==> config.mk <==
export PLATFORM = sky130hd
export DESIGN_NAME = gdcc_ctrl
export DESIGN_NICKNAME = d
export VERILOG_FILES = /design/src/assert_macros.svh /design/src/gdcc_pkg.sv /design/src/gdcc_ctrl.sv
export SDC_FILE = /design/constraint.sdc
export NUM_CORES = 1
export LEC_CHECK = 0
export ABC_CLOCK_PERIOD_IN_PS = 1100
export BUFFER_PORTS_ARGS = -buffer_cell sky130_fd_sc_hd__buf_2
export CORE_AREA = 4 4 41 43
export DETAILED_ROUTE_END_ITERATION = 16
export DIE_AREA = 0 0 45 47
export MAX_ROUTING_LAYER = met4
export PLACE_DENSITY = 0.49
export SKIP_LAST_GASP = 1
export SLEW_MARGIN = 20
export SYNTH_ARGS = -nofsm -noshare
export SYNTH_HDL_FRONTEND = slang
export SYNTH_SLANG_ARGS = --single-unit
==> constraint.sdc <==
create_clock -name clk -period 1.1 [get_ports clk]
set_clock_uncertainty 0.2 [all_clocks]
set_input_delay 0.055 -clock clk [delete_from_list [all_inputs] [get_ports clk]]
set_output_delay 0.055 -clock clk [all_outputs]
set_load 0.01 [all_outputs]
==> src/assert_macros.svh <==
// Assertion macros shared by the RTL of the grid disk clearance check.
// Uses clk and rst_n of the including module; no other dependencies.
`ifndef ASSERT_MACROS_SVH
`define ASSERT_MACROS_SVH

// same-cycle implication
`define GDCC_ASSERT_IMP(label, pre, post, msg) \
    label: assert property (@(posedge clk) disable iff (!rst_n) (pre) |-> (post)) \
        else $error(msg);

// next-cycle implication
`define GDCC_ASSERT_NXT(label, pre, post, msg) \
    label: assert property (@(posedge clk) disable iff (!rst_n) (pre) |=> (post)) \
        else $error(msg);

`endif

==> src/gdcc_pkg.sv <==
// Shared types and constants of the grid disk clearance check.
// No dependencies.
`default_nettype none

package gdcc_pkg;

    localparam int DEF_MAX_WIDTH  = 256;
    localparam int DEF_MAX_HEIGHT = 256;

    localparam int CFG_IDX_W  = 3;
    localparam int CFG_DATA_W = 16;
    localparam int BOUND_W    = 12;

    localparam logic [CFG_IDX_W-1:0] REG_GRID_WIDTH    = 3'd0;
    localparam logic [CFG_IDX_W-1:0] REG_GRID_HEIGHT   = 3'd1;
    localparam logic [CFG_IDX_W-1:0] REG_LETHAL_THRESH = 3'd2;
    localparam logic [CFG_IDX_W-1:0] REG_BLOCK_UNKNOWN = 3'd3;
    localparam logic [CFG_IDX_W-1:0] REG_RADIUS_Q8     = 3'd4;

    localparam logic [8:0]  RST_GRID_WIDTH    = 9'd256;
    localparam logic [8:0]  RST_GRID_HEIGHT   = 9'd256;
    localparam logic [7:0]  RST_LETHAL_THRESH = 8'd254;
    localparam logic        RST_BLOCK_UNKNOWN = 1'b1;
    localparam logic [15:0] RST_RADIUS_Q8     = 16'd2765;

    localparam logic OP_WRITE = 1'b0;
    localparam logic OP_QUERY = 1'b1;

    localparam logic [1:0] VERDICT_CLEAR   = 2'd0;
    localparam logic [1:0] VERDICT_LETHAL  = 2'd1;
    localparam logic [1:0] VERDICT_UNKNOWN = 2'd2;

    localparam logic [7:0] COST_UNKNOWN = 8'd255;

    typedef struct packed {
        logic [8:0]  grid_width;
        logic [8:0]  grid_height;
        logic [7:0]  lethal_threshold;
        logic        block_unknown_cells;
        logic [15:0] radius_q8;
    } cfg_t;

    typedef enum logic [2:0] {
        ST_IDLE,
        ST_SETUP,
        ST_SCAN,
        ST_DRAIN,
        ST_DONE
    } state_t;

    typedef struct packed {
        logic cell_write;
        logic load_query;
        logic setup;
        logic issue;
        logic scanning;
    } dp_cmd_t;

    typedef struct packed {
        logic empty;
        logic last;
        logic hit;
        logic s1_valid;
    } dp_status_t;

endpackage

`default_nettype wire

==> src/gdcc_ctrl.sv <==
// Controller of the grid disk clearance check: item handshake and scan sequencing.
// Depends on gdcc_pkg.
`default_nettype none

module gdcc_ctrl (
    input  logic                   clk,
    input  logic                   rst_n,
    input  logic                   start,
    input  logic                   opcode,
    input  gdcc_pkg::dp_status_t   status,
    output gdcc_pkg::dp_cmd_t      cmd,
    output logic                   busy,
    output logic                   done
);
    import gdcc_pkg::*;

    state_t state_reg;
    state_t state_next;

    always_comb
    begin
        state_next = state_reg;
        unique case (state_reg)
            ST_IDLE:
            begin
                if (start && (opcode == OP_QUERY))
                    state_next = ST_SETUP;
            end
            ST_SETUP:
            begin
                state_next = status.empty ? ST_DONE : ST_SCAN;
            end
            ST_SCAN:
            begin
                if (status.hit)
                    state_next = ST_DONE;
                else if (status.last)
                    state_next = ST_DRAIN;
            end
            ST_DRAIN:
            begin
                // last cell leaves the pipe when stage 1 is empty
                if (status.hit || !status.s1_valid)
                    state_next = ST_DONE;
            end
            ST_DONE:
            begin
                state_next = ST_IDLE;
            end
            default:
            begin
                state_next = ST_IDLE;
            end
        endcase
    end

    always_comb
    begin
        cmd      = '0;
        busy     = 1'b1;
        done     = 1'b0;
        unique case (state_reg)
            ST_IDLE:
            begin
                busy           = 1'b0;
                cmd.cell_write = start && (opcode == OP_WRITE);
                cmd.load_query = start && (opcode == OP_QUERY);
            end
            ST_SETUP:
            begin
                cmd.setup = 1'b1;
            end
            ST_SCAN:
            begin
                cmd.issue    = 1'b1;
                cmd.scanning = 1'b1;
            end
            ST_DRAIN:
            begin
                cmd.scanning = 1'b1;
            end
            ST_DONE:
            begin
                done = 1'b1;
            end
            default:
            begin
                busy = 1'b1;
            end
        endcase
    end

    always_ff @(posedge clk or negedge rst_n)
    begin
        if (!rst_n)
            state_reg <= ST_IDLE;
        else
            state_reg <= state_next;
    end

endmodule

`default_nettype wire

Yosys cells after proc, flatten, opt, wreduce, memory -nomap -nowiden
Index checks and enable logic that the tools add are counted.
{"block": "word_totals", "reg_bits": 3, "inputBits": 8, "out_inout_bits": 7, "word_cells": 28}
{"block": "classes", "eq_ne": 7, "mux": 12, "bitwise": 1, "reduce_logical": 7}
{"cell": "3-bit 2-to-1 mux", "count": 5}
{"cell": "3-bit case mux with 4 select lines", "count": 1}
{"cell": "3-bit by 2-bit equality test with 1-bit output, second input constant", "count": 2}
{"cell": "1-bit 2-to-1 mux", "count": 5}
{"cell": "2-bit inequality test, second input constant", "count": 2}
{"cell": "3-bit by 1-bit equality test with 1-bit output, second input constant", "count": 1}
{"cell": "3-bit equality test, second input constant", "count": 1}
{"cell": "3-bit zero test", "count": 1}
{"cell": "3-bit inequality test, second input constant", "count": 1}
{"cell": "3-bit AND reduction", "count": 1}
{"cell": "1-bit logical AND", "count": 2}
{"cell": "2-bit 2-to-1 mux", "count": 1}
{"cell": "2-bit OR reduction", "count": 1}
{"cell": "1-bit zero test", "count": 1}
{"cell": "1-bit logical OR", "count": 1}
{"cell": "1-bit NOT", "count": 1}

Depth between registers and ports, before layout
{"block": "depth", "ltp_word": 4, "ltp_mapped": 4, "ltp_nobuf": 3}

Worst setup path before layout
Ideal clock, no wire load.
{"block": "synth_path", "kind": "reg-to-output", "from": "reg state_reg[1]", "to": "out cmd[1] in the netlist's numbering", "arrival_ns": 0.928, "required_ns": 0.845, "slack_ns": -0.083, "stages_incl_launch_ff": 4, "n_path_buf": 1, "path_cell_list": "dfrtp_1 > buf_6 > nor2b_1 > nor2b_1"}
{"element": "from (decl)", "line_no": "gdcc_ctrl.sv:17", "text": "state_t state_reg;"}
{"element": "from (signal assigned)", "line_no": "gdcc_ctrl.sv:98", "text": "state_reg <= state_next;"}
{"element": "to (decl)", "line_no": "gdcc_ctrl.sv:11", "text": "output gdcc_pkg::dp_cmd_t cmd,"}

==> results.json <==
{
  "antenna_found_initial": 0,
  "initial_core_util_pct": 18.3,
  "r2r_cells": 5,
  "overflow": 0,
  "fin_crit_sh_pct": 128,
  "die-area_um2": 2120,
  "drive_gt1_share_pct": 64.3,
  "slew_headroom_pct": 88.6,
  "synth_seq_area_share_pct": 31.6,
  "drc_errors": 0,
  "tightest_slew_ps": 171,
  "maxCapViolCount": 0,
  "synth_area_per_cell_um2": 8.80,
  "coreArea_um2": 1300,
  "cp_data_arrival_time_ps": 1150,
  "irDropWorstVdd_uv": 417,
  "syn_inst": 27,
  "whs_endpoint": "state_reg[0]",
  "mappedNetlistNets": 35,
  "crit_path_end_kind": "primary output",
  "synth_ff_type": "dfrtp_1",
  "areaGrowthSynthToFinish_pct": 105,
  "min_period_ps": 1410,
  "min_path_type": "input pin to register",
  "synth_top_cell_by_area": "dfrtp_1",
  "nets": 65,
  "critPathMaxFanout": 3,
  "viasPerCell": 4.18,
  "ios": 15,
  "grt_pass1_vias": 274,
  "die_h_um": 47,
  "grt_usage_pct": 8.09,
  "power.leakage_nw": 0.242,
  "grt_setup_unrepaired": "yes",
  "synth_edf_count": 0,
  "synth_commonest_cells": "4 x nand2_1, 3 x dfrtp_1, 3 x nor2_1, 2 x nor2b_1, 2 x nor3b_1",
  "yosysMostFrequentCell": "nand2_1",
  "rows": 13,
  "cts.clk_slew.worst_paths_ps": 40,
  "yosysTopAreaCellShare_pct": 31.6,
  "worstSkewPairLatency_ps": 240,
  "cts_sinks": 3,
  "yosys_register_bits": 3,
  "r2r_end": "state_reg[0]",
  "largest_register_ff_count": 3,
  "tns_ps": -2570,
  "cts_tree": "done",
  "dp_hpwl_um": 468,
  "total_power_mw": 0.774,
  "vias": 297,
  "path_class": "register to primary output",
  "required_ps": 840,
  "drt-wirelength-per-cell_um": 9.58,
  "clockRootBuffer": "clkbuf_4",
  "final_area_um2": 487,
  "htree_levels": 1,
  "start_kind": "register",
  "grt_max_degree": 8,
  "antenna_cells": 0,
  "netlist_area_um2": 238,
  "finalSetupViolCount": 10,
  "power.density_nw_per_um2": 1590,
  "grt_pass1_wl_mm": 1.11,
  "cts_buffers": 3,
  "ys_warn_count": 0,
  "firstDrtPassIters": 4,
  "async_reset_ff_share_pct": 100,
  "drtIter0Drc": 5,
  "hold_path_depth": 4,
  "max_freq_mhz": 711,
  "final_max_slew_viol_count": 0,
  "run_status": "complete, but fails checks",
  "instances_no_fill": 71,
  "numPortBuffers": 14,
  "gp_congestion": 0.690,
  "place_ws_ps": -151,
  "drt-total-wl_um": 680,
  "violations": "negative setup slack",
  "cts.path.max_buffers": 2,
  "ys_types": 18,
  "placed_cell_area_um2": 348,
  "die_w_um": 45,
  "rr_startpoint": "state_reg[1]",
  "r2r_slack_ps": -290,
  "place_inst": 58,
  "postRouteAntennaNets": 0,
  "worst_slack_ps": -307,
  "min-delay-start": "start",
  "finalHoldViolations": 0,
  "nFillCells": 144,
  "synth_area_leaders": "dfrtp_1 32%, a2bb2oi_2 6.3%, nand2_1 6.3%"
}
[worst max-delay path by stage]
stage	end	start
floorplan	state_reg[0]	state_reg[1]
global placement	state_reg[0]	state_reg[1]
detailed placement	state_reg[0]	state_reg[1]
CTS	cmd[3]	state_reg[2]
global route	cmd[4]	state_reg[2]
finish	cmd[3]	state_reg[2]
[layout by cell type, fill, tap and decap left out, types with 2 or more instances in the layout]
| cell type | netlist | layout |
|---|---|---|
| buf_6 | 1 | 2 |
| nor2b_2 | 0 | 2 |
| nand2_1 | 4 | 4 |
| buf_2 | 1 | 14 |
| nor3b_1 | 2 | 2 |
| dlygate4sd3_1 | 0 | 6 |
| dfrtp_2 | 0 | 3 |
| clkbuf_4 | 0 | 3 |
| buf_4 | 0 | 5 |
[layer usage]
metal	vias to the layer above	part of all wire, %	track usage (%)
met1	133	39	8.01
met2	10	50	13.0
li1	152	-	-
met5	-	0	-
met4	0	3.1	8.77
met3	2	7.5	1.15
[area by class of cell]
| class | count | area (um^2) | area share (%) |
|---|---|---|---|
| well taps | 15 | 18.8 | 3.86 |
| clock buffers | 4 | 26.3 | 5.40 |
| inverters | 1 | 3.75 | 0.771 |
| multi-input cells | 21 | 169 | 34.7 |
| repair buffers | 27 | 190 | 39.1 |
| flip-flops and latches | 3 | 78.8 | 16.2 |
[logic make-up after synthesis]
group	count (synthesis)	share of synthesized area [%]
AO/OA/AOI/OAI	4	16.8
flip-flops	3	31.6
buffers and inverters	3	8.42
AND/OR/NAND/NOR	17	43.2
[metrics by stage]
step	utilization [%]	hold slack [ps]
3_3_place_gp	26.7	-347
2_1_floorplan	-	-441
3_5_place_dp	26.7	-349
5_1_grt	37.4	35.0
4_1_cts	35.8	28.9
6_report	37.4	37.2
[critical path, cell delays in order (launching register included)]
cell,delay (ps)
dfrtp_2,430
nor3_4,200
and3_1,160
buf_2,120
[where the power goes]
part / internal [mW] / leakage, nW / total [mW] / switching (mW)
registers: 0.139 / 0.0357 / 0.187 / 0.0478
clock network: 0.136 / 0.0150 / 0.198 / 0.0618
logic: 0.229 / 0.191 / 0.389 / 0.160
total: 0.505 / 0.242 / 0.774 / 0.269
[timing repair]
action,4_1_cts,5_1_grt
setup buffers,2,1
setup endpoints to repair,10,13
hold buffers,6,1
pin swaps,1,0
endpoints found under the hold margin,6,3
gates resized for setup,6,3
Power figures use the tool's default switching activity.
