## src/assert_macros.svh

```systemverilog
// Assertion macros shared by the RTL of the grid disk clearance check.
// Uses clk and rst_n of the including module; no other dependencies.
`ifndef ASSERT_MACROS_SVH
`define ASSERT_MACROS_SVH

// same-cycle implication
`define GDCC_ASSERT_IMP(label, pre, post, msg) \
    label: assert property (@(posedge clk) disable iff (!rst_n) (pre) |-> (post)) \
        else $error(msg);

// next-cycle implication
`define GDCC_ASSERT_NXT(label, pre, post, msg) \
    label: assert property (@(posedge clk) disable iff (!rst_n) (pre) |=> (post)) \
        else $error(msg);

`endif

```

## src/gdcc_pkg.sv

```systemverilog
// Shared types and constants of the grid disk clearance check.
// No dependencies.
`default_nettype none

package gdcc_pkg;

    localparam int DEF_MAX_WIDTH  = 256;
    localparam int DEF_MAX_HEIGHT = 256;

    localparam int CFG_IDX_W  = 3;
    localparam int CFG_DATA_W = 16;
    localparam int BOUND_W    = 12;

    localparam logic [CFG_IDX_W-1:0] REG_GRID_WIDTH    = 3'd0;
    localparam logic [CFG_IDX_W-1:0] REG_GRID_HEIGHT   = 3'd1;
    localparam logic [CFG_IDX_W-1:0] REG_LETHAL_THRESH = 3'd2;
    localparam logic [CFG_IDX_W-1:0] REG_BLOCK_UNKNOWN = 3'd3;
    localparam logic [CFG_IDX_W-1:0] REG_RADIUS_Q8     = 3'd4;

    localparam logic [8:0]  RST_GRID_WIDTH    = 9'd256;
    localparam logic [8:0]  RST_GRID_HEIGHT   = 9'd256;
    localparam logic [7:0]  RST_LETHAL_THRESH = 8'd254;
    localparam logic        RST_BLOCK_UNKNOWN = 1'b1;
    localparam logic [15:0] RST_RADIUS_Q8     = 16'd2765;

    localparam logic OP_WRITE = 1'b0;
    localparam logic OP_QUERY = 1'b1;

    localparam logic [1:0] VERDICT_CLEAR   = 2'd0;
    localparam logic [1:0] VERDICT_LETHAL  = 2'd1;
    localparam logic [1:0] VERDICT_UNKNOWN = 2'd2;

    localparam logic [7:0] COST_UNKNOWN = 8'd255;

    typedef struct packed {
        logic [8:0]  grid_width;
        logic [8:0]  grid_height;
        logic [7:0]  lethal_threshold;
        logic        block_unknown_cells;
        logic [15:0] radius_q8;
    } cfg_t;

    typedef enum logic [2:0] {
        ST_IDLE,
        ST_SETUP,
        ST_SCAN,
        ST_DRAIN,
        ST_DONE
    } state_t;

    typedef struct packed {
        logic cell_write;
        logic load_query;
        logic setup;
        logic issue;
        logic scanning;
    } dp_cmd_t;

    typedef struct packed {
        logic empty;
        logic last;
        logic hit;
        logic s1_valid;
    } dp_status_t;

endpackage

`default_nettype wire

```

## src/gdcc_regs.sv

```systemverilog
// Configuration register file of the grid disk clearance check.
// Depends on gdcc_pkg.
`default_nettype none

module gdcc_regs (
    input  logic                               clk,
    input  logic                               rst_n,
    input  logic                               cfg_write_en,
    input  logic [gdcc_pkg::CFG_IDX_W-1:0]     cfg_index,
    input  logic [gdcc_pkg::CFG_DATA_W-1:0]    cfg_data,
    output gdcc_pkg::cfg_t                     cfg
);
    import gdcc_pkg::*;

    cfg_t cfg_reg;
    cfg_t cfg_next;

    always_comb
    begin
        cfg_next = cfg_reg;
        if (cfg_write_en)
        begin
            unique case (cfg_index)
                REG_GRID_WIDTH:    cfg_next.grid_width          = cfg_data[8:0];
                REG_GRID_HEIGHT:   cfg_next.grid_height         = cfg_data[8:0];
                REG_LETHAL_THRESH: cfg_next.lethal_threshold    = cfg_data[7:0];
                REG_BLOCK_UNKNOWN: cfg_next.block_unknown_cells = cfg_data[0];
                REG_RADIUS_Q8:     cfg_next.radius_q8           = cfg_data[15:0];
                default:           cfg_next = cfg_reg;
            endcase
        end
    end

    always_ff @(posedge clk or negedge rst_n)
    begin
        if (!rst_n)
        begin
            cfg_reg.grid_width          <= RST_GRID_WIDTH;
            cfg_reg.grid_height         <= RST_GRID_HEIGHT;
            cfg_reg.lethal_threshold    <= RST_LETHAL_THRESH;
            cfg_reg.block_unknown_cells <= RST_BLOCK_UNKNOWN;
            cfg_reg.radius_q8           <= RST_RADIUS_Q8;
        end
        else
        begin
            cfg_reg <= cfg_next;
        end
    end

    assign cfg = cfg_reg;

endmodule

`default_nettype wire

```

## config.mk

```make
export PLATFORM = sky130hd
export DESIGN_NAME = gdcc_regs
export DESIGN_NICKNAME = d
export VERILOG_FILES = /design/src/assert_macros.svh /design/src/gdcc_pkg.sv /design/src/gdcc_regs.sv
export SDC_FILE = /design/constraint.sdc
export NUM_CORES = 1
export LEC_CHECK = 0
export CAP_MARGIN = 20
export CORE_ASPECT_RATIO = 1.25
export CORE_MARGIN = 2
export CORE_UTILIZATION = 55
export CTS_CLUSTER_SIZE = 30
export DETAILED_ROUTE_END_ITERATION = 16
export DONT_BUFFER_PORTS = 1
export PLACE_DENSITY = 0.72
export SETUP_SLACK_MARGIN = 0.15
export SLEW_MARGIN = 20
export SYNTH_ARGS = -nofsm -noshare
export SYNTH_HDL_FRONTEND = slang
export SYNTH_SLANG_ARGS = --single-unit
```

## constraint.sdc

```tcl
create_clock -name clk -period 0.8 [get_ports clk]
set_input_delay 0.16 -clock clk [delete_from_list [all_inputs] [get_ports clk]]
set_output_delay 0.16 -clock clk [all_outputs]
set_load 0.05 [all_outputs]
```

==> reports/results.tsv, run 1 <==
stage	metric	value	unit
synthesis	synth_cell_types	8	
die	die_y	65.62	µm
die	die_w	53.29	µm
clock_network	cts_buffers	5	
synthesis	synth_fp_nets	117	
synthesis	synthCells	95	
clock_network	htree_levels	2	
synthesis	yosys_warnings	0	
die	io_pins	65	
synthesis	synthTopCellsByArea	dfrtp_1 (39%), mux2_2 (29%), dfstp_2 (27%), nor4bb_1 (1.8%), nor4b_4 (1.4%)	
die	start_util	57.25	%
synthesis	netlist.area_leader.share	38.95	%
clock_network	root_buffer	clkbuf_4	
synthesis	yosys.area.top_type	dfrtp_1	
clock_network	cts_sinks	43	
synthesis	avgSynthCellArea	17.58	µm²
clock_network	cts_max_path_buffers	2	
clock_network	ctsResizeCount	44	
place	dp_cells	177	
outcome	error	[ERROR DPL-0033] detailed placement checks failed during check placement.	
clock_network	cts_setup_buffers	12	
place	pre_cts_ws	-370.3	ps
place	gp_congestion	0.6909	
synthesis	netlist_area	0.001670	mm²
outcome	lastStage	clock tree synthesis	
place	portBuffers	0	
synthesis	synth_seq_cells	43	
place	place_hpwl	2966	µm
place	dpl_cell_area	0.002454	mm²
synthesis	yosysSeqAreaShare	65.69	%
die	rows	22	
outcome	status	stopped before the end	
==> stage by stage <==
step	util [%]	setup TNS, ps
floorplan	-	-12980
global placement	84.09	-13200
detailed placement	84.09	-13330
==> cells by family after synthesis <==
family                 count (synthesis)  synth area share [%]
muxes                                 43                 28.99
buffers and inverters                  4                 1.573
DFF                                   43                 65.69
and+or+nand+nor                        5                 3.745
==> synth_stat cells <==
master and number:
dfstp_2 17, nand4b_1 1, nor4bb_1 3, mux2_2 43
dfrtp_1 26, buf_2 3, buf_6 1, nor4b_4 1
==> run 2: changes to the inputs <==
CORE_ASPECT_RATIO = not set   (was 1.25)
CORE_UTILIZATION = 40   (was 55)
CTS_CLUSTER_SIZE = not set   (was 30)
PLACE_DENSITY = not set   (was 0.72)
PLACE_DENSITY_LB_ADDON = 0.15   (was not set)
SETUP_SLACK_MARGIN = not set   (was 0.15)
clock period = 1.05 ns   (was 0.8 ns; I/O delays follow)
==> run 2 against run 1 <==
Area after synthesis stayed put. Synthesized cell count stayed put. The flow now finishes, with violations (hold timing, setup timing).
==> reports/results.tsv, run 2 <==
stage	metric	value	unit	change
detailed_routing	first_iter_violations	49		
timing	fin_crit	1214	ps	
synthesis	synth_xor_area_share	0	%	unchanged
die	core	0.004000	mm²	
detailed_routing	dr_total_vias	1004		
layout	final_util	62.81	%	
synthesis	synth-compound-area-share	0	%	unchanged
synthesis	netlist.area_leader.share	38.95	%	unchanged
timing	hold_violations	43		
grt	grt_util_all_layers	17.19	%	
die	die_w	68.62	µm	+29%
timing	tightestPinTransition	283.3	ps	
worst_setup_path	critPathLaunch	cfg[22]		
synthesis	synth_most_common_cell	mux2_2		
worst_setup_path	crit_arrival	1000	ps	
grt	antenna_found_initial	0		
worst_setup_path	worstPathRequired	840	ps	
timing	setup_ws	-163.9	ps	
synthesis	yosys.area.top_type	dfrtp_1		
detailed_routing	wl_met3	307	µm	
layout	nNetsFinal	173		
clock_network	htree_levels	2		unchanged
layout	largest_reg_flops	43		
pwr	p_int	3.881	mW	
timing	fmax	823.8	MHz	
synthesis	synth_seq_cells	43		unchanged
worst_setup_path	timing.rr.end	cfg[34]		
timing	post-route-period-util	115.6	%	
run	cap_violations	0		
place	gp_congestion	0.8111		+17%
synthesis	yosys-top-cells-count	mux2_2 (43), dfrtp_1 (26), dfstp_2 (17)		
place	portBuffers	0		unchanged
detailed_routing	met1_length	1629	µm	
pwr	p_comb_share	37.1	%	
detailed_routing	dr.max_layer_used	met4		
die	die_y	68.62	µm	+4.6%
synthesis	synthCells	95		unchanged
worst_setup_path	critPathLaunchType	flop		
detailed_routing	detail_route.first_pass.iterations	2		
worst_setup_path	ff2ff_setup_slack	20	ps	
synthesis	netlist_area	0.001670	mm²	unchanged
layout	n_antenna_cell	0		
timing	grt_setup_unrepaired	true		
timing	finalClockSkew	0	ps	
place	pre_cts_ws	-166.5	ps	+203.8 ps
clock_network	insertion_delay	290	ps	
timing	hold_slack	-400.4	ps	
synthesis	avgSynthCellArea	17.58	µm²	unchanged
hold_path	hp-class	in -> async		
layout	final_cell_mix	dfrtp_1 (26), buf_6 (26), mux2_4 (24)		
synthesis	synth_edf_count	0		unchanged
place	place_hpwl	2536	µm	-15%
layout	drive_gt1_share	81.58	%	
die	io_pins	65		unchanged
clock_network	path_clk_slew	80	ps	
die	rows	23		+4.5%
pwr	p_leak	1.142	nW	
detailed_routing	via_per_inst	4.970		
synthesis	synth_cell_types	8		unchanged
synthesis	muxShareOfSynthArea	28.99	%	unchanged
grt	grt_max_degree	44		
synthesis	yosys.area_share.adder	0	%	unchanged
synthesis	async_flop_share	100.0	%	unchanged
detailed_routing	drt-total-wl	3835	µm	
clock_network	cts_buffers	5		unchanged
detailed_routing	routed-wl-met2	1830	µm	
timing	slew-limit-headroom	81.09	%	
pwr	pwr-share-clk	18.1	%	
layout	synthToLayoutAreaGrowth	50.41	%	
worst_setup_path	cp_max_fo	2		
clock_network	root_buffer	clkbuf_8		
detailed_routing	post_drt_wl_per_cell	18.99	µm	
synthesis	synth_fp_nets	117		unchanged
grt	overflow	0		
synthesis	synthTopCellsByArea	dfrtp_1 (39%), mux2_2 (29%), dfstp_2 (27%), nor4bb_1 (1.8%), nor4b_4 (1.4%)		
die	die-area	0.004709	mm²	
worst_setup_path	end_kind	output pin		
synthesis	yosysSeqAreaShare	65.69	%	unchanged
detailed_routing	ant_nets	0		
synthesis	synth_top_family_by_area	multiplexers		
pwr	peakVddDrop	1.387	mV	
clock_network	cts_sinks	43		unchanged
outcome	violations	hold timing, setup timing		
detailed_routing	drc	0		
timing	setup_viol	37		
timing	slew_viol_final	0		
grt	grt_first_pass_wirelength	5602	µm	
clock_network	cts_tree	done		
pwr	switchingPower	2.434	mW	
worst_setup_path	ff2ff_path_depth	3		
die	start_util	41.76	%	-15 points
pwr	switching_share	38.55	%	
synthesis	synth_simple_gate_area_share	3.745	%	unchanged
pwr	p_seq_share	44.8	%	
grt	grt_pass1_vias	1068		
pwr	pwr_density_cell	2513	mW/mm²	
clock_network	cts_max_path_buffers	2		unchanged
outcome	status	finished, violations left		
worst_setup_path	reg2reg_from	cfg[34]		
synthesis	yosys_warnings	0		unchanged
synthesis	ys.flop_type	dfrtp_1		
worst_setup_path	crit_type	reg -> out		
[run 2: cell counts after synthesis]
No cell type changed its count.
[run 2: cells by family after synthesis]
| kind of cell | after synthesis |
|---|---|
| muxes | 43 |
| DFF | 43 |
| and+or+nand+nor | 5 |
| buffers and inverters | 4 |
[run 2: final cells by class]
cell class,instances,area (µm²)
fillers,304,1488
flip-flops and latches,43,1097
multi-input cells,48,681.9
repair buffers,53,570.5
clock buffers,8,100.1
well taps,50,62.56
[run 2: repair_timing]
| item | CTS | global route |
|---|---|---|
| endpoints found under the setup margin | 43 | 43 |
| cloned | 0 | 0 |
| setup buffers | 8 | 9 |
| endpoints found under the hold margin | 43 | 43 |
| resized for setup | 26 | 0 |
[run 2: worst max-delay path by stage]
stage                     endpoint  cells after the start
after floorplan            cfg[10]                      4
after global placement     cfg[12]                      3
after detailed placement   cfg[13]                      3
after CTS                  cfg[22]                      0
after global routing       cfg[22]                      0
final                      cfg[22]                      0
[run 2: through the flow]
step           area (µm²)  setup TNS [ps]  total power, mW  cells  hold slack (ps)
6_report             2512           -2774            6.315    202           -400.4
5_1_grt              2512           -4125            6.560    202           -417.4
4_1_cts              2445           -3212            6.240    193           -407.5
3_5_place_dp         2187           -4692            4.815    177           -84.81
3_3_place_gp         2187           -4126            4.771    177           -84.74
2_1_floorplan        1765           -4048            4.143     95           -85.59
[run 2: power by group through the flow]
stage               clock network [mW]  registers (mW)  logic, mW
floorplan                            0            3.67      0.475
global placement                     0            2.81       1.96
detailed placement                   0            2.81       2.00
CTS                               1.17            2.83       2.24
global route                      1.25            2.88       2.43
finish                            1.14            2.83       2.34
[run 2: layer usage]
layer	up-vias	GRT usage [%]
met5	-	0
met4	0	7.000
met3	7	7.630
met2	43	27.04
met1	505	20.50
li1	449	-
No activity file was read; power rests on OpenSTA's default activity.
==> run 3: changes to the inputs <==
SETUP_SLACK_MARGIN = 0.15   (was not set)
==> run 3 against run 2 <==
The run still ends with hold timing, setup timing left. Worst setup slack got worse by 6.4 ps. Register-to-register slack improved by 40 ps. Die area did not move. Critical path depth rose by 1. Sequential share of layout area fell by 1.1 points. First-iteration DRC count fell by 41%. Power rose by 3.6%. Non-clock buffer count fell by 2. Largest cell class unchanged.
==> reports/results.tsv, run 3 (synthesized netlist as in run 2, its figures left out) <==
stage	metric	value	unit	change
clock_network	cts_sinks	43		unchanged
clock_network	insertion_delay	290	ps	about the same
outcome	status	finished, violations left		
timing	hold_slack	-399.6	ps	+0.8380 ps
worst_setup_path	ff2ff_path_depth	3		unchanged
place	gp_congestion	0.7062		-13%
timing	finalClockSkew	0	ps	unchanged
timing	setup_viol	40		+8.1%
detailed_routing	dr_total_vias	1015		+1.1%
worst_setup_path	worstPathRequired	840	ps	about the same
detailed_routing	via_per_inst	5.075		+2.1%
layout	final_cell_count_no_fill	200		-0.99%
worst_setup_path	cp_max_fo	2		unchanged
timing	hold_violations	43		unchanged
timing	setup_ws	-170.3	ps	-6.387 ps
clock_network	htree_levels	2		unchanged
grt	grt_pass1_vias	1070		+0.19%
clock_network	root_buffer	clkbuf_8		
worst_setup_path	cp.depth	1		+1
worst_setup_path	crit_arrival	1010	ps	about the same
worst_setup_path	critPathLaunch	cfg[23]		
pwr	p_leak	1.179	nW	+3.2%
pwr	p_seq_share	43.0	%	-1.8 points
timing	fmax	819.5	MHz	-0.52%
outcome	violations	hold timing, setup timing		
clock_network	cts_tree	done		
pwr	pwr-share-clk	19.5	%	+1.4 points
worst_setup_path	crit_type	reg -> out		
die	io_pins	65		unchanged
pwr	p_int	4.066	mW	+4.8%
layout	nNetsFinal	171		-1.2%
timing	fin_crit	1220	ps	+6.387 ps
pwr	pwr_density_cell	2538	mW/mm²	+0.99%
layout	mostFrequentLayoutCell	buf_6		
grt	grt_max_degree	44		unchanged
timing	slew_viol_final	0		unchanged
detailed_routing	ant_nets	0		unchanged
die	start_util	41.76	%	unchanged
die	rows	23		unchanged
worst_setup_path	crit_family	flip-flops		
grt	grt_first_pass_wirelength	5699	µm	+1.7%
detailed_routing	detail_route.first_pass.iterations	3		+1
worst_setup_path	end_kind	output pin		
timing	tightestPinTransition	279.5	ps	-3.794 ps
die	die_y	68.62	µm	unchanged
worst_setup_path	critPathLaunchType	flop		
layout	synthToLayoutAreaGrowth	54.31	%	
detailed_routing	first_iter_violations	29		-41%
die	die-area	0.004709	mm²	unchanged
layout	largest_reg_flops	43		unchanged
place	pre_cts_ws	-161.7	ps	+4.798 ps
clock_network	cts_buffers	5		unchanged
pwr	p_comb_share	37.5	%	+0.4 points
pwr	peakVddDrop	1.692	mV	+22%
pwr	switchingPower	2.476	mW	+1.7%
detailed_routing	post_drt_wl_per_cell	18.79	µm	-1.0%
worst_setup_path	slowest_delay	570	ps	
clock_network	path_clk_slew	90	ps	about the same
worst_setup_path	path_cells	buf_12		
detailed_routing	drt-total-wl	3758	µm	-2.0%
layout	n_antenna_cell	0		unchanged
detailed_routing	drc	0		unchanged
timing	slew-limit-headroom	81.37	%	+0.28 points
timing	post-route-period-util	116.2	%	+0.61 points
layout	final_cell_mix	buf_6 (36), mux2_4 (32), dfrtp_1 (26)		
place	portBuffers	0		unchanged
die	die_w	68.62	µm	unchanged
worst_setup_path	slowest_stage	dfstp_2		
clock_network	cts_max_path_buffers	2		unchanged
die	core	0.004000	mm²	unchanged
pwr	fin_total_pwr	6.543	mW	+3.6%
place	place_hpwl	2464	µm	-2.8%
place	dp_cells	179		+1.1%
pwr	switching_share	37.85	%	-0.70 points
worst_setup_path	crit_buf_inv	1		
grt	grt_util_all_layers	17.55	%	+0.35 points
grt	antenna_found_initial	0		unchanged
timing	grt_setup_unrepaired	true		
layout	drive_gt1_share	82.00	%	+0.42 points
timing	setup_tns	-2959	ps	-184.9 ps
hold_path	hp-class	in -> async		
run	cap_violations	0		unchanged
worst_setup_path	reg2reg_from	cfg[17]		
grt	overflow	0		unchanged
[run 3: changes by cell type in the layout (fill, tap and decap cells not counted), moves of 2 or more]
| cell | delta |
|---|---|
| buf_4 | -12 |
| buf_6 | +10 |
| mux2_2 | -8 |
| mux2_4 | +8 |
| clkbuf_8 | -2 |
[run 3: repair_timing]
action / in CTS / in global routing
setup endpoints to repair: 55 / 67
endpoints found under the hold margin: 43 / 43
setup buffers: 10 / 3
gates resized for setup: 31 / 12
[run 3: layout make-up]
class,instances,area (µm²)
timing repair buffer,51,593.1
tap,50,62.56
clock inverter,3,43.79
sequential,43,1097
clock buffer,5,68.82
multi-input combinational,48,711.9
fill,287,1423
[run 3: final timing paths]
path	end	slack, ps
hold reg to reg	cfg[35]	540
setup / recovery	cfg[23]	-170
setup reg to reg	cfg[17]	60
max in group asynchronous	cfg[21]	1260
min in group clk	cfg[28]	50
hold / removal	cfg[28]	-400
[run 3: through the flow]
| step | utilization [%] | instance area [µm²] |
|---|---|---|
| after floorplan | - | 1769 |
| after global placement | 55.15 | 2206 |
| after detailed placement | 55.15 | 2206 |
| after CTS | 62.75 | 2510 |
| after global routing | 64.44 | 2577 |
| final | 64.44 | 2577 |
[run 3: power by group through the flow]
| stage | Sequential (mW) | Clock, mW | Combinational (mW) |
|---|---|---|---|
| floorplan | 3.67 | 0 | 0.480 |
| global placement | 2.77 | 0 | 2.04 |
| detailed placement | 2.79 | 0 | 2.07 |
| CTS | 2.80 | 1.33 | 2.37 |
| global route | 2.86 | 1.44 | 2.55 |
| finish | 2.81 | 1.28 | 2.45 |
[run 3: metal layers]
| metal | vias up | wire length (µm) | GRT usage, % |
|---|---|---|---|
| met2 | 38 | 1864 | 26.80 |
| met1 | 523 | 1584 | 22.21 |
| met4 | 0 | 88 | 7.750 |
| li1 | 447 | - | - |
| met5 | - | 0 | 0 |
| met3 | 7 | 221 | 6.494 |
==> run 4: changes to the inputs <==
CORE_MARGIN = not set   (was 2)
SETUP_SLACK_MARGIN = 0.4   (was 0.15)
==> run 4 against run 3 <==
Via count down 2.9%. Global-route usage about the same. Largest cell class unchanged. Clock power down 22%. The flow still finishes with violations (hold timing, setup timing). Largest power group unchanged. Register-to-register slack worse by 20 ps. Sequential share of layout area up 2.3 points. Critical endpoint is now cfg[0].
==> reports/results.tsv, run 4 (synthesized netlist as in run 2, its figures left out) <==
stage	metric	value	unit	change
worst_setup_path	ff2ff_setup_slack	40	ps	-20 ps
layout	n_fill_cell	302		+5.2%
detailed_routing	drc	0		unchanged
outcome	violations	hold timing, setup timing		
place	portBuffers	0		unchanged
grt	grt_first_pass_wirelength	5554	µm	-2.5%
clock_network	cts_sinks	43		unchanged
die	die_w	66.62	µm	-2.9%
pwr	switching_share	39.46	%	+1.6 points
worst_setup_path	ff2ff_path_depth	3		unchanged
detailed_routing	detail_route.first_pass.iterations	2		-1
timing	finalClockSkew	0	ps	unchanged
hold_path	hp-class	in -> async		
detailed_routing	first_iter_violations	32		+10%
layout	synthToLayoutAreaGrowth	49.59	%	
place	pre_cts_ws	-215.8	ps	-54.11 ps
die	core	0.004000	mm²	unchanged
grt	antenna_found_initial	0		unchanged
worst_setup_path	cp_max_fo	2		unchanged
detailed_routing	dr_total_vias	986		-2.9%
place	dp_cells	174		-2.8%
timing	setup_viol	40		unchanged
pwr	pwr-share-clk	16.4	%	-3.1 points
pwr	fin_total_pwr	6.059	mW	-7.4%
timing	fmax	826.4	MHz	+0.85%
timing	slew-limit-headroom	80.73	%	-0.63 points
timing	grt_setup_unrepaired	true		
detailed_routing	post_drt_wl_per_cell	19.19	µm	+2.1%
place	gp_congestion	0.7948		+13%
grt	overflow	0		unchanged
die	start_util	41.76	%	unchanged
clock_network	cts_tree	done		
detailed_routing	drt-total-wl	3742	µm	-0.43%
worst_setup_path	crit_type	reg -> out		
worst_setup_path	end_kind	output pin		
pwr	p_seq_share	49.3	%	+6.3 points
clock_network	cts_buffers	5		unchanged
pwr	p_int	3.668	mW	-9.8%
detailed_routing	ant_nets	0		unchanged
timing	hold_slack	-391.8	ps	+7.779 ps
worst_setup_path	critPathLaunchType	flop		
clock_network	htree_levels	2		unchanged
timing	setup_tns	-2902	ps	+57.13 ps
grt	grt_util_all_layers	17.59	%	+0.046 points
layout	n_antenna_cell	0		unchanged
timing	fin_crit	1210	ps	-10.28 ps
detailed_routing	via_per_inst	5.056		-0.37%
timing	post-route-period-util	115.2	%	-0.98 points
pwr	peakVddDrop	1.358	mV	-20%
worst_setup_path	worstPathRequired	840	ps	about the same
worst_setup_path	reg2reg_from	cfg[31]		
pwr	p_comb_share	34.3	%	-3.2 points
clock_network	path_clk_slew	80	ps	about the same
layout	final_cell_mix	mux2_4 (36), buf_6 (32), dfrtp_2 (20)		
layout	drive_gt1_share	93.79	%	+12 points
die	io_pins	65		unchanged
outcome	status	finished, violations left		
layout	final_util	62.46	%	-2.0 points
run	cap_violations	0		unchanged
grt	grt_pass1_vias	1063		-0.65%
timing	setup_ws	-160.0	ps	+10.28 ps
worst_setup_path	timing.rr.end	cfg[31]		
layout	mostFrequentLayoutCell	mux2_4		
clock_network	root_buffer	clkbuf_8		
layout	nNetsFinal	166		-2.9%
timing	tightestPinTransition	289.0	ps	+9.482 ps
die	rows	23		unchanged
pwr	p_leak	1.111	nW	-5.8%
timing	slew_viol_final	0		unchanged
pwr	switchingPower	2.391	mW	-3.4%
worst_setup_path	crit_arrival	1000	ps	about the same
layout	largest_reg_flops	43		unchanged
timing	hold_violations	43		unchanged
die	die-area	0.004438	mm²	-5.7%
die	die_y	66.62	µm	-2.9%
pwr	pwr_density_cell	2425	mW/mm²	-4.5%
grt	grt_max_degree	44		unchanged
worst_setup_path	cp.depth	0		-1
place	place_hpwl	2430	µm	-1.4%
clock_network	cts_max_path_buffers	2		unchanged
clock_network	insertion_delay	290	ps	about the same
layout	final_cell_count_no_fill	195		-2.5%
==> run 4: cell count changes in the layout (fill, tap and decap cells not counted), sizes merged <==
cell,delta
clkinv,-1
bufinv,-1
clkbuf,+2
buf,-5
==> run 4: worst max-delay path by stage <==
stage,startpoint,endpoint
5_1_grt,cfg[0],cfg[0]
4_1_cts,cfg[24],cfg[24]
2_1_floorplan,cfg_index[1],cfg[10]
6_report,cfg[0],cfg[0]
3_3_place_gp,cfg_index[1],cfg[14]
3_5_place_dp,cfg_index[1],cfg[9]
==> run 4: per-layer routing <==
layer	vias to the layer above	global-route usage, %	part of all wire [%]	routed length, µm
met2	39	27.15	51	1891
met1	503	21.54	41	1527
met4	0	9.309	2.5	92
li1	436	-	-	-
met5	-	0	0	0
met3	8	5.993	6.1	230
==> run 4: layout make-up <==
class                      instances  area, µm²  area share [%]
tap                               50      62.56           2.504
clock inverter                     1      5.005          0.2003
timing repair buffer              46      505.5           20.23
multi-input combinational         48      726.9           29.09
sequential                        43       1122           44.92
clock buffer                       7      76.32           3.055
==> run 4: timing repair <==
action | in CTS | in global routing
gates cloned | 0 | 1
endpoints found under the hold margin | 43 | 43
resized for setup | 41 | 8
endpoints found under the setup margin | 86 | 86
setup buffers | 5 | 7
==> run 4: metrics by stage <==
stage | instance area (µm²) | hold WS [ps]
floorplan | 1794 | -85.59
global placement | 2143 | -84.54
detailed placement | 2143 | -84.75
CTS | 2416 | -400.3
global route | 2499 | -405.4
finish | 2499 | -391.8
==> run 4: power groups by stage <==
stage,clock (mW),combinational (mW),sequential (mW)
floorplan,0,0.479,3.71
global placement,0,1.70,2.95
detailed placement,0,1.73,2.96
CTS,1.01,2.00,2.99
global route,1.07,2.16,3.04
finish,0.995,2.08,2.99
